==> src/rtl/plt_pkg.sv <==
// Shared constants, payload types and control types of the peer liveness rank table.
`default_nettype none
package plt_pkg;

	// Table geometry and time width.
	localparam int TABLE_ENTRIES = 255;
	localparam int TIME_BITS     = 48;
	localparam int IDX_W         = (TABLE_ENTRIES > 1) ? $clog2(TABLE_ENTRIES) : 1;
	localparam int CNT_W         = $clog2(TABLE_ENTRIES + 1);
	localparam int ENTRY_W       = 2 * TIME_BITS;

	// Register reset and the held-rank marker for "no rank yet".
	localparam logic [15:0] RESET_PERIOD = 16'd10000;
	localparam logic [8:0]  NO_RANK      = 9'h1FF;

	// One heartbeat item.
	typedef struct packed {
		logic [7:0]           peer_index;
		logic [TIME_BITS-1:0] peer_clock;
		logic [TIME_BITS-1:0] now_ms;
	} in_item_t;

	// One result item.
	typedef struct packed {
		logic [7:0] alive_count;
		logic [7:0] own_rank;
		logic       rank_changed;
	} out_item_t;

	// Controller states.
	typedef enum logic [1:0] {
		ST_IDLE,
		ST_SWEEP,
		ST_DRAIN,
		ST_REPORT
	} state_t;

	// Commands from the controller to the datapath.
	typedef struct packed {
		logic load;
		logic read;
		logic report;
	} cmd_t;

	// Status from the datapath to the controller.
	typedef struct packed {
		logic sweep_last;
	} status_t;

endpackage
`default_nettype wire

==> src/rtl/plt_ctrl.sv <==
// Controller: sequences the heartbeat write, the table sweep and the result.
`default_nettype none
module plt_ctrl import plt_pkg::*; (
	input  wire logic    clk,
	input  wire logic    arst_n,
	input  wire logic    start,
	input  wire status_t status,
	output logic         busy,
	output cmd_t         cmd
);

	state_t state_q;
	state_t state_d;

	// State register.
	always_ff @(posedge clk or negedge arst_n) begin
		if (!arst_n) begin
			state_q <= ST_IDLE;
		end else begin
			state_q <= state_d;
		end
	end

	// Next state and commands.
	always_comb begin
		state_d = state_q;
		cmd     = '0;
		busy    = 1'b1;
		case (state_q)
			ST_IDLE: begin
				busy = 1'b0;
				if (start) begin
					cmd.load = 1'b1;
					state_d  = ST_SWEEP;
				end
			end
			ST_SWEEP: begin
				cmd.read = 1'b1;
				if (status.sweep_last) begin
					state_d = ST_DRAIN;
				end
			end
			ST_DRAIN: begin
				state_d = ST_REPORT;
			end
			ST_REPORT: begin
				cmd.report = 1'b1;
				state_d    = ST_IDLE;
			end
			default: begin
				state_d = ST_IDLE;
			end
		endcase
	end

endmodule
`default_nettype wire

==> config.mk <==
export PLATFORM = sky130hd
export DESIGN_NAME = plt_ctrl
export DESIGN_NICKNAME = d
export VERILOG_FILES = /design/src/rtl/plt_pkg.sv /design/src/rtl/plt_ctrl.sv
export SDC_FILE = /design/constraint.sdc
export NUM_CORES = 1
export LEC_CHECK = 0
export CAP_MARGIN = 40
export CORE_AREA = 3 3 40 42
export CTS_BUF_LIST = sky130_fd_sc_hd__clkbuf_8
export CTS_CLUSTER_SIZE = 16
export DETAILED_ROUTE_END_ITERATION = 10
export DIE_AREA = 0 0 43 45
export DONT_BUFFER_PORTS = 1
export GPL_ROUTABILITY_DRIVEN = 1
export GPL_TIMING_DRIVEN = 0
export PLACE_DENSITY = 0.3
export SYNTH_ARGS = -nofsm -noshare
export SYNTH_HDL_FRONTEND = slang
export SYNTH_SLANG_ARGS = --single-unit
==> constraint.sdc <==
create_clock -name clk -period 3.1 [get_ports clk]
set_clock_uncertainty 0.2 [all_clocks]
set_input_delay 0.31 -clock clk [delete_from_list [all_inputs] [get_ports clk]]
set_output_delay 0.31 -clock clk [all_outputs]
set_load 0.05 [all_outputs]
==> results.sh <==
export IMPL_final_common_cell="ha_1"
export IMPL_core_area_mm2=0.00128
export IMPL_slew_viol_final=0
export IMPL_cts_setup_buffers=0
export IMPL_rows=13
export IMPL_path_cells="inv_1 > ha_1 > inv_1 > o22ai_2 > mux2_1"
export IMPL_clock_path_buffers=2
export IMPL_synth_area_leaders="ha_1 (36%), dfrtp_1 (29%), o22ai_2 (7.3%)"
export IMPL_postRouteAntennaNets=0
export IMPL_crit_buf_inv=2
export IMPL_layout_common_cells="ha_1 (5), inv_1 (3), clkbuf_8 (3), dfrtp_1 (2)"
export IMPL_fp_dieW_um=43
export IMPL_port_buffers=0
export IMPL_syn_area_per_cell_um2=10.7
export IMPL_setup_viol=0
export IMPL_yosysTopAreaCell="ha_1"
export IMPL_clk_latency_ps=210
export IMPL_worstSetupEndpointType="flip-flop"
export IMPL_cts_buffers=3
export IMPL_die_height_um=45
export IMPL_largest_reg_flops=2
export IMPL_period_needed_ps=1930
export IMPL_grt_overflow=0
export IMPL_worstMarginPinSlew_ps=522
export IMPL_pin_count=8
export IMPL_ys_types=9
export IMPL_fmax_mhz=518
export IMPL_vias_per_cell=3.17
export IMPL_cts_sinks=2
export IMPL_antenna_cells=0
export IMPL_cts_tree="built"
export IMPL_ys_warn_count=0
export IMPL_setup_tns_ps=0
export IMPL_syn_nets=25
export IMPL_hold_path_class="in -> async"
export IMPL_critPathArrivalTime_ps=1810
export IMPL_synth_area_um2=171
export IMPL_cp_max_fo=4
export IMPL_drive_above_1_share=0.250
export IMPL_drcViolationCount=0
export IMPL_rsz0062_at_grt="false"
export IMPL_routed_wl_um=303
export IMPL_postSynthCellCount=16
export IMPL_first_iter_violations=0
export IMPL_slowest_stage="ha_1"
export IMPL_reg_top3="state_q (2)"
export IMPL_maxSlewHeadroom=0.652
export IMPL_area_growth_pct=40.9
export IMPL_routedWlPerCell_um=8.66
export IMPL_start_kind="flip-flop"
export IMPL_synth_seq_cells=2
export IMPL_grt_max_degree=5
export IMPL_dr_pass1_iters=1
export IMPL_htreeDepth=1
export IMPL_hold_viol=0
export IMPL_gp_congestion=0.677
export IMPL_largest_register="state_q"
export IMPL_dp_hpwl_um=231
export IMPL_worstSetupPathType="reg -> reg"
export IMPL_antenna_found_initial=0
export IMPL_synth_top_area_frac=0.365
export IMPL_grt_pass1_vias=120
export IMPL_grt_pass1_wl_um=476
export IMPL_clk_pin_slew_ps=30
export IMPL_die_area_mm2=0.00194
export IMPL_critPathMaxStageDelay_ps=490
export IMPL_root_buffer="clkbuf_8"
export IMPL_num_nets_final=31
export IMPL_crit_family="adder cells"
export IMPL_max_cap_violations=0
export IMPL_post_route_period_util=0.623
export IMPL_status="completed"
export IMPL_worstPathRequired_ps=2980
export IMPL_start_util=0.133
export IMPL_num_vias=111
export IMPL_seq_area_frac_synth=0.292
export IMPL_track_usage=0.0416
export IMPL_cpMostUsedCell="inv_1"
-- layout make-up --
cell class,count,area (um^2)
clock buffers,3,41.3
fillers,149,1040
inverters,4,15.0
multi-input cells,10,106
flip-flops and latches,2,50.0
well taps,15,18.8
repair buffers,1,10.0
-- synthesized netlist by cell type --
cell type and instances:
ha_1 5, inv_1 3, dfrtp_1 2, and2_1 1
inv_2 1, mux2_1 1, mux2i_1 1, nor2_1 1
o22ai_2 1
-- kinds of logic after synthesis --
family | count (synthesis) | synth area share
flip-flops | 2 | 0.292
AND/OR/NAND/NOR | 2 | 0.0584
adder cells (fa/ha/maj) | 5 | 0.365
AO/OA/AOI/OAI | 1 | 0.0730
buffers and inverters | 4 | 0.0876
multiplexers | 2 | 0.124
-- per-stage QoR --
| stage | utilization | instance area (um^2) | instances | hold WS (ps) | worst slack (ps) |
|---|---|---|---|---|---|
| after CTS | 0.188 | 241 | 35 | 126 | 1140 |
| after global routing | 0.188 | 241 | 35 | 134 | 1070 |
| after detailed placement | 0.148 | 190 | 31 | -186 | 1140 |
| after global placement | 0.148 | 190 | 31 | -186 | 1150 |
| after floorplan | - | 171 | 16 | -186 | 1260 |
| final | 0.188 | 241 | 35 | 131 | 1170 |
-- per-layer routing --
layer / up-vias / share of wire / track usage
li1: 57 / - / -
met2: 7 / 0.40 / 0.0329
met4: 0 / 0 / 0.0723
met3: 0 / 0.15 / 0.0438
met5: - / 0 / 0
met1: 47 / 0.45 / 0.0386
-- final timing paths --
kind	cells past startpoint	from	endpoint	slack (ps)
max	5	state_q[1]	state_q[1]	1170
min	1	arst_n	state_q[1]	130
max reg2reg	5	state_q[1]	state_q[1]	1170
min reg2reg	1	state_q[1]	state_q[1]	360
max in group asynchronous	1	arst_n	state_q[0]	2450
min in group clk	2	start	state_q[0]	150
-- worst reg2reg max path: cells and delay by family, from the launching register on --
kind                     cells  cell delay (ps)
adder cells (fa/ha/maj)      1              490
flip-flops                   1              400
buffers and inverters        2              220
AO/OA/AOI/OAI                1              160
multiplexers                 1              340
-- what timing repair did --
action                    in CTS  in global routing
hold buffers                   1                  0
hold endpoints to repair       2                  0
resized for setup              0                  0
Power is left out: the tool's default activity adds up to more than one toggle a clock period on the data nets, which glitch-free logic cannot reach.
